===== src/hdl/velocity_friction_integrator_unit_assert.svh =====
// assertion macros for the velocity friction integrator
`ifndef VELOCITY_FRICTION_INTEGRATOR_UNIT_ASSERT_SVH
`define VELOCITY_FRICTION_INTEGRATOR_UNIT_ASSERT_SVH
// a condition that implies another in the same cycle
`define VFI_ASSERT_IMPLY(label, clk, rst_n, a, b) \
    label: assert property (@(posedge clk) disable iff (!rst_n) (a) |-> (b)) \
        else $error("assertion failed");
// a condition that implies another in the next cycle
`define VFI_ASSERT_NEXT(label, clk, rst_n, a, b) \
    label: assert property (@(posedge clk) disable iff (!rst_n) (a) |=> (b)) \
        else $error("assertion failed");
`endif


===== src/hdl/vfi_pkg.sv =====
// shared types and constants of the velocity friction integrator
package vfi_pkg;
    localparam int FRAC_BITS_DEF = 16;
    localparam int TS_FRAC = 16;
    localparam int N_CFG = 6;

    typedef enum logic [1:0] {
        REQ_TICK = 2'd0,
        REQ_ADD_VEL = 2'd1,
        REQ_SET_POS = 2'd2,
        REQ_NONE = 2'd3
    } req_t;

    typedef enum logic [2:0] {
        CFG_GX = 3'd0, CFG_GY = 3'd1, CFG_GZ = 3'd2,
        CFG_FX = 3'd3, CFG_FY = 3'd4, CFG_FZ = 3'd5
    } cfg_idx_t;

    // datapath operations, one per controller step
    typedef enum logic [3:0] {
        OP_NOP, OP_LOAD, OP_GRAV, OP_ADDV, OP_SETP,
        OP_SQ_V, OP_SQ_F, OP_SQRT, OP_DIV, OP_POS
    } op_t;

    typedef struct packed {
        op_t        op;
        logic [1:0] lane;   // component, or 0 speed / 1 friction for sqrt
        logic       first;  // start of an iterative op
    } cmd_t;

    typedef struct packed {
        logic done;         // iterative op finished
    } sts_t;

    function automatic logic signed [31:0] sat32(input logic signed [65:0] v);
        if (v > 66'sd2147483647) return 32'sh7fffffff;
        if (v < -66'sd2147483648) return 32'sh80000000;
        return v[31:0];
    endfunction
endpackage


===== src/hdl/vfi_ctrl.sv =====
// controller: sequences the datapath for each request
module vfi_ctrl (
    input  logic           clk,
    input  logic           rst_n,
    input  logic           in_fire,
    input  logic [1:0]     in_req,
    input  logic           in_ground,
    input  logic           out_fire,
    output logic           busy,
    output logic           out_valid,
    output vfi_pkg::cmd_t  cmd,
    input  vfi_pkg::sts_t  sts
);
    typedef enum logic [3:0] {
        S_IDLE, S_LOAD, S_GRAV, S_ADDV, S_SETP, S_SQV, S_SQRTV, S_SQF, S_SQRTF,
        S_DROP, S_DIV, S_POS, S_OUT
    } state_t;

    state_t state_reg;
    logic [1:0] lane_reg, req_reg;
    logic first_reg, ground_reg, wait_reg;

    always_comb
    begin
        cmd.lane = lane_reg;
        cmd.first = first_reg;
        case (state_reg)
            S_LOAD:  cmd.op = vfi_pkg::OP_LOAD;
            S_GRAV:  cmd.op = vfi_pkg::OP_GRAV;
            S_ADDV:  cmd.op = vfi_pkg::OP_ADDV;
            S_SETP:  cmd.op = vfi_pkg::OP_SETP;
            S_SQV:   cmd.op = vfi_pkg::OP_SQ_V;
            S_SQF:   cmd.op = vfi_pkg::OP_SQ_F;
            S_SQRTV, S_SQRTF: cmd.op = vfi_pkg::OP_SQRT;
            S_DIV:   cmd.op = wait_reg ? vfi_pkg::OP_NOP : vfi_pkg::OP_DIV;
            S_POS:   cmd.op = vfi_pkg::OP_POS;
            default: cmd.op = vfi_pkg::OP_NOP;
        endcase
        if (state_reg == S_SQRTF) cmd.lane = 2'd1;
        if (state_reg == S_SQRTV) cmd.lane = 2'd0;
    end

    assign busy = (state_reg != S_IDLE);
    assign out_valid = (state_reg == S_OUT);

    always_ff @(posedge clk or negedge rst_n)
    begin
        if (!rst_n)
        begin
            state_reg <= S_IDLE;
            lane_reg <= '0;
            req_reg <= '0;
            first_reg <= 1'b0;
            ground_reg <= 1'b0;
            wait_reg <= 1'b0;
        end
        else
        begin
            case (state_reg)
                S_IDLE:
                    if (in_fire)
                    begin
                        req_reg <= in_req;
                        ground_reg <= in_ground;
                        state_reg <= S_LOAD;
                    end
                S_LOAD:
                begin
                    lane_reg <= 2'd0;
                    first_reg <= 1'b1;
                    case (req_reg)
                        vfi_pkg::REQ_TICK:    state_reg <= ground_reg ? S_SQV : S_GRAV;
                        vfi_pkg::REQ_ADD_VEL: state_reg <= S_ADDV;
                        vfi_pkg::REQ_SET_POS: state_reg <= S_SETP;
                        default:              state_reg <= S_OUT;
                    endcase
                end
                S_GRAV, S_ADDV, S_SETP, S_SQV, S_SQF, S_POS:
                begin
                    first_reg <= (lane_reg == 2'd2);
                    lane_reg <= (lane_reg == 2'd2) ? 2'd0 : lane_reg + 2'd1;
                    if (lane_reg == 2'd2)
                        case (state_reg)
                            S_GRAV:  state_reg <= S_SQV;
                            S_SQV:   state_reg <= S_SQRTV;
                            S_SQF:   state_reg <= S_SQRTF;
                            default: state_reg <= S_OUT;
                        endcase
                    else
                        first_reg <= 1'b0;
                    if (state_reg == S_SQV && lane_reg != 2'd2) first_reg <= 1'b0;
                end
                S_SQRTV, S_SQRTF:
                begin
                    first_reg <= 1'b0;
                    if (sts.done)
                    begin
                        first_reg <= 1'b1;
                        lane_reg <= 2'd0;
                        state_reg <= (state_reg == S_SQRTV) ? S_SQF : S_DROP;
                    end
                end
                S_DROP:
                begin
                    // an idle step computes friction drop and new speed
                    wait_reg <= 1'b1;
                    state_reg <= S_DIV;
                end
                S_DIV:
                begin
                    if (wait_reg)
                    begin
                        wait_reg <= 1'b0;
                        first_reg <= 1'b1;
                    end
                    else
                    begin
                        first_reg <= 1'b0;
                        if (sts.done)
                        begin
                            first_reg <= 1'b1;
                            if (lane_reg == 2'd2)
                            begin
                                lane_reg <= 2'd0;
                                state_reg <= S_POS;
                            end
                            else
                                lane_reg <= lane_reg + 2'd1;
                        end
                    end
                end
                S_OUT:
                    if (out_fire) state_reg <= S_IDLE;
                default: state_reg <= S_IDLE;
            endcase
        end
    end

`include "velocity_friction_integrator_unit_assert.svh"
    `VFI_ASSERT_IMPLY(a_no_accept_busy, clk, rst_n, in_fire, state_reg == S_IDLE)
    `VFI_ASSERT_NEXT(a_accept_loads, clk, rst_n, in_fire, state_reg == S_LOAD)
    `VFI_ASSERT_NEXT(a_out_holds, clk, rst_n, out_valid && !out_fire, out_valid)
endmodule


===== config.mk =====
export PLATFORM = sky130hd
export DESIGN_NAME = vfi_ctrl
export DESIGN_NICKNAME = d
export VERILOG_FILES = /design/src/hdl/vfi_pkg.sv /design/src/hdl/vfi_ctrl.sv
export VERILOG_INCLUDE_DIRS = /design/src /design/src/hdl
export SDC_FILE = /design/constraint.sdc
export NUM_CORES = 1
export LEC_CHECK = 0
export BUFFER_PORTS_ARGS = -buffer_cell sky130_fd_sc_hd__buf_2
export CAP_MARGIN = 10
export CORE_MARGIN = 10
export CORE_UTILIZATION = 48
export CTS_BUF_LIST = sky130_fd_sc_hd__clkbuf_16
export CTS_CLUSTER_DIAMETER = 80
export DETAILED_ROUTE_END_ITERATION = 7
export PLACE_DENSITY = 0.72
export SKIP_LAST_GASP = 1
export SYNTH_ARGS = -nofsm -noshare
export SYNTH_HDL_FRONTEND = slang
export SYNTH_SLANG_ARGS = --single-unit

===== constraint.sdc =====
create_clock -name clk -period 1.49 [get_ports clk]
set_input_delay 0.2235 -clock clk [delete_from_list [all_inputs] [get_ports clk]]
set_output_delay 0.2235 -clock clk [all_outputs]
set_load 0.005 [all_outputs]

==> results of run 1 <==
[through the flow]
stage	util	worst slack, ns	cell area, µm²	setup TNS [ns]
floorplan	-	0.0237	852	0
detailed placement	0.668	-0.274	1140	-1.71
CTS	0.925	-0.189	1580	-1.75
global placement	0.668	-0.167	1140	-1.16
[kinds of logic after synthesis]
family	count (synthesis)	synth area share
AOI/OAI and AO/OA	36	0.264
buffers and inverters	14	0.0866
DFF	11	0.323
muxes	5	0.0661
and+or+nand+nor	40	0.260
[timing repair]
| item | in CTS |
|---|---|
| setup buffers | 23 |
| setup endpoints to repair | 18 |
| pin swaps | 15 |
| hold buffers | 1 |
| endpoints found under the hold margin | 11 |
| gates resized for setup | 54 |
==> results.md, run 1 <==
- Status: did not finish
- Failed at: 5_1_grt
- Stop err: [ERROR DPL-0038] Utilization greater than 100%, impossible to legalize
- Chip height: 62.1 µm
- Initial Util: 0.499
- Worst endpoint type: sequential cell input
- IO buf count: 16
- Number of synthesized flops with an enable pin: 0
- Clock buffer depth: 2
- Worst endpoint after global-route timing repair: state_reg[2]$_DFFE_PN0P_/D
- Floorplan row count: 15
- Main synth FF type: dfrtp_1
- CTS buffer count: 3
- # placed instances: 169
- Asr flop ratio synth: 1.00
- CTS root buf: clkbuf_16
- Pin count of the biggest net entering global routing: 12
- Final Wtd Congestion: 0.872
- Commonest cells in the netlist: dfrtp_1 (11), o21ai_0 (11), a21oi_1 (9), nor2_1 (9), nand2_1 (7)
- Yosys warning count: 0
- Cells after Synth: roughly 110
- Area contributors post-synth: dfrtp_1 (32%), mux2_2 (6.6%), o21ai_0 (6.5%)
- Top cell type's share of synthesized area: 0.323
- Dpl hpwl: about 2000 µm
- Syn_nets: between 100 and 150
- H-tree depth: 1
- I/O pin cnt: 17
- Unique masters post-synth: 37
- Synthesized flop and latch total: 11
- Area leader, netlist: dfrtp_1
- Syn Area/Cell: around 8 µm²
- Sinks on Clock Net: 11
- Sequential-to-total area share from yosys stat: 0.323
- Post-synthesis cell area: about 850 µm²
- Die Width: 62.1 µm
==> run 2: changes to the inputs <==
--- a/config.mk
+++ b/config.mk
@@ -8,12 +8,10 @@
 export LEC_CHECK = 0
 export BUFFER_PORTS_ARGS = -buffer_cell sky130_fd_sc_hd__buf_2
 export CAP_MARGIN = 10
-export CORE_MARGIN = 10
-export CORE_UTILIZATION = 48
-export CTS_BUF_LIST = sky130_fd_sc_hd__clkbuf_16
-export CTS_CLUSTER_DIAMETER = 80
+export CORE_AREA = 10 10 71 73
 export DETAILED_ROUTE_END_ITERATION = 7
-export PLACE_DENSITY = 0.72
+export DIE_AREA = 0 0 81 83
+export PLACE_DENSITY_LB_ADDON = 0.15
 export SKIP_LAST_GASP = 1
 export SYNTH_ARGS = -nofsm -noshare
 export SYNTH_HDL_FRONTEND = slang
==> constraint.sdc (replaced) <==
create_clock -name clk -period 1.9 [get_ports clk]
set_input_delay 0.285 -clock clk [delete_from_list [all_inputs] [get_ports clk]]
set_output_delay 0.285 -clock clk [all_outputs]
set_load 0.005 [all_outputs]
==> results.md, run 2 <==
- Initial antenna violation count: 0
- Pwr Density: 1910 mW/mm²
- Combinational fraction of design power: 0.659
- Inserted Diodes: 0
- Number of synthesized flops with an enable pin: 0 (unchanged)
- Met1 WL: 1290 µm
- Area leader, netlist: dfrtp_1 (unchanged)
- Max IR drop VDD: roughly 0.47 mV
- CTS buffer count: 3 (unchanged)
- Final period utilization: 0.956
- H-tree depth: 1 (unchanged)
- Post-Place Worst Slack: 0.155 ns (was -0.274 ns)
- PnR worst setup slack: between 0.08 and 0.09 ns
- Share of cells above drive strength 1: 0.372
- Area contributors post-synth: dfrtp_1 (32%), mux2_2 (6.6%), o21ai_0 (6.5%) (unchanged)
- # fillers: around 400
- Top cell type's share of synthesized area: 0.323 (unchanged)
- Post-synthesis cell area: 852 µm² (unchanged)
- Cells after Synth: 106 (unchanged)
- Commonest cells in the netlist: dfrtp_1 (11), o21ai_0 (11), a21oi_1 (9), nor2_1 (9), nand2_1 (7) (unchanged)
- RR Endpoint: state_reg[0]$_DFFE_PN0P_
- DR WL/cell: roughly 15 µm
- Max layer used: met4
- Critical path endpoint: cmd[1]
- Tot GR Track Use: 0.0763
- Unique masters post-synth: 37 (unchanged)
- Post-route ant nets: 0
- Main synth FF type: dfrtp_1 (unchanged)
- First-pass GRT wire length: just over 4000 µm
- DR iter-0 viols: about 110
- Max Cap Viol: 0
- Clock buffer depth: 2 (unchanged)
- Internal Power: between 1 and 1.5 mW
- Core Area: 0.00363 mm²
- Sequential fraction of design power: 0.230
- Syn Area/Cell: 8.04 µm² (unchanged)
- Actual slew at the worst max-slew pin: 0.309 ns
- CTS tree: built
- Total grt overflow: 0
- Initial Util: 0.235 (was 0.499)
- Max-slew violations: 0
- Final Wtd Congestion: 0.821 (was 0.872)
- Asr flop ratio synth: 1.00 (unchanged)
- First-pass DRT Iterations: 4
- Fmax: approximately 550 MHz
- Synthesis-to-finish area growth: 33.9%
- Setup CP Type: reg -> out
- Clock group share of total power: 0.111
- Overall Power: ~2.2 mW
- Syn_nets: 114 (unchanged)
- Switching share of power: 0.443
- Drt total wl: approximately 2700 µm
- Clk_lat worst skew: about 0.24 ns
- Clk pin slew, worst setup/hold paths: 0.05 ns
- CP arrival: ~1.5 ns
- Vias: 905
- CP endpoint kind: output port
- Via-to-Cell Ratio: between 4 and 5
- Critical Path RT: approximately 1.6 ns
- Min-Delay Path Class: in -> reg
- Met3 wire length: about 130 µm
- Final setup viols: 0
- Lkg Pwr: about 0.51 nW
- Final Hold Viols: 0
- Status: completed (was did not finish)
- Startpoint types: flip-flop
- Hold slack: 0.274 ns
- # placed instances: 169 (unchanged)
- Reg2reg setup slack: about 0.10 ns
- Synthesized flop and latch total: 11 (unchanged)
- Sequential-to-total area share from yosys stat: 0.323 (unchanged)
- Vias in the first global route: between 800 and 900
- IO buf count: 16 (unchanged)
- Yosys warning count: 0 (unchanged)
- Commonest cells after routing, fill and taps aside: buf_4 (19), buf_2 (16), o21ai_0 (11)
- RR Startpoint: state_reg[3]$_DFFE_PN0P_
- Depth of the worst register-to-register path: 7
- Commonest non-fill, non-tap cell in the layout: buf_4
- Max FFs per register: 4
- Pin count of the biggest net entering global routing: 17
- Dpl hpwl: 1970 µm (was 2010 µm)
- DR WL met2: roughly 1200 µm
- CTS root buf: clkbuf_8 (was clkbuf_16)
- Max Clock Skew: between 0.003 and 0.004 ns
- Switching Power: roughly 970 µW
- Min Clock Period, post-route: 1.82 ns
- Die area: about 0.0067 mm²
- I/O pin cnt: 17 (unchanged)
- Slew Limit Headroom: 0.793
- Worst Path Max Fanout: 11
- Nets@finish: about 150
- Die Width: 81 µm (was 62.1 µm)
- Floorplan row count: 22 (was 15)
- Chip height: 83 µm (was 62.1 µm)
- Sinks on Clock Net: 11 (unchanged)
- DRC violations left: 0
- Post-route insts no fill: approximately 190
- Crit path from: state_reg[3]$_DFFE_PN0P_
==> run 2: cell counts after synthesis <==
Identical to the previous run, type by type.
==> run 2: final cells by class <==
class,instances,area [µm²],area share
flip-flops and latches,11,279,0.245
clock buffers,4,45.0,0.0395
repair buffers,36,233,0.204
well taps,48,60.1,0.0526
inverters,5,18.8,0.0164
multi-input cells,81,505,0.443
==> run 2: worst min-delay path by stage <==
stage          startpoint                  endpoint  slack [ns]  cells after the start
2_1_floorplan       rst_n     first_reg$_DFFE_PN0P_       -0.01                      0
3_3_place_gp        rst_n  state_reg[0]$_DFFE_PN0P_        0.18                      1
3_5_place_dp        rst_n  state_reg[0]$_DFFE_PN0P_        0.18                      1
4_1_cts         in_req[1]    req_reg[1]$_DFFE_PN0P_        0.27                      2
5_1_grt         in_req[1]    req_reg[1]$_DFFE_PN0P_        0.27                      2
6_report        in_req[1]    req_reg[1]$_DFFE_PN0P_        0.27                      2
==> run 2: critical path, stage by stage, from the launching register on <==
cell and delay, ns:
dfrtp_2 0.47, buf_4 0.17, or2b_1 0.26, o21ai_0 0.15
o21ai_0 0.10, buf_2 0.14
==> run 2: metal layers <==
| metal | global-route usage | vias to the layer above |
|---|---|---|
| met3 | 0.0226 | 4 |
| met1 | 0.103 | 431 |
| met2 | 0.105 | 25 |
| met5 | 0 | - |
| met4 | 0.0376 | 0 |
| li1 | - | 445 |
==> run 2: timing repair <==
item	in CTS	in global routing
hold buffers	1	0
setup buffers	0	11
setup endpoints to repair	1	1
resized for setup	2	2
hold endpoints to repair	11	0
pin swaps	0	0
==> run 2: power by group through the flow <==
stage               clock network [mW]  logic (mW)  registers, mW
floorplan                            0       0.966          0.413
global placement                     0        1.23          0.529
detailed placement                   0        1.23          0.526
CTS                              0.246        1.24          0.527
global route                     0.267        1.58          0.517
finish                           0.242        1.44          0.502
==> run 2: logic make-up after synthesis <==
family	count (synthesis)	share of synthesized area
multiplexers	5	0.0661
AO/OA/AOI/OAI	36	0.264
buffers and inverters	14	0.0866
flip-flops	11	0.323
AND/OR/NAND/NOR	40	0.260
==> run 2: metrics by stage <==
stage	area [µm²]	utilization	TNS [ns]
6_report	1140	0.314	0
4_1_cts	1050	0.290	0
5_1_grt	1140	0.314	-0.0123
3_5_place_dp	997	0.274	0
3_3_place_gp	997	0.274	0
2_1_floorplan	852	-	0
Power figures use the tool's default switching activity.
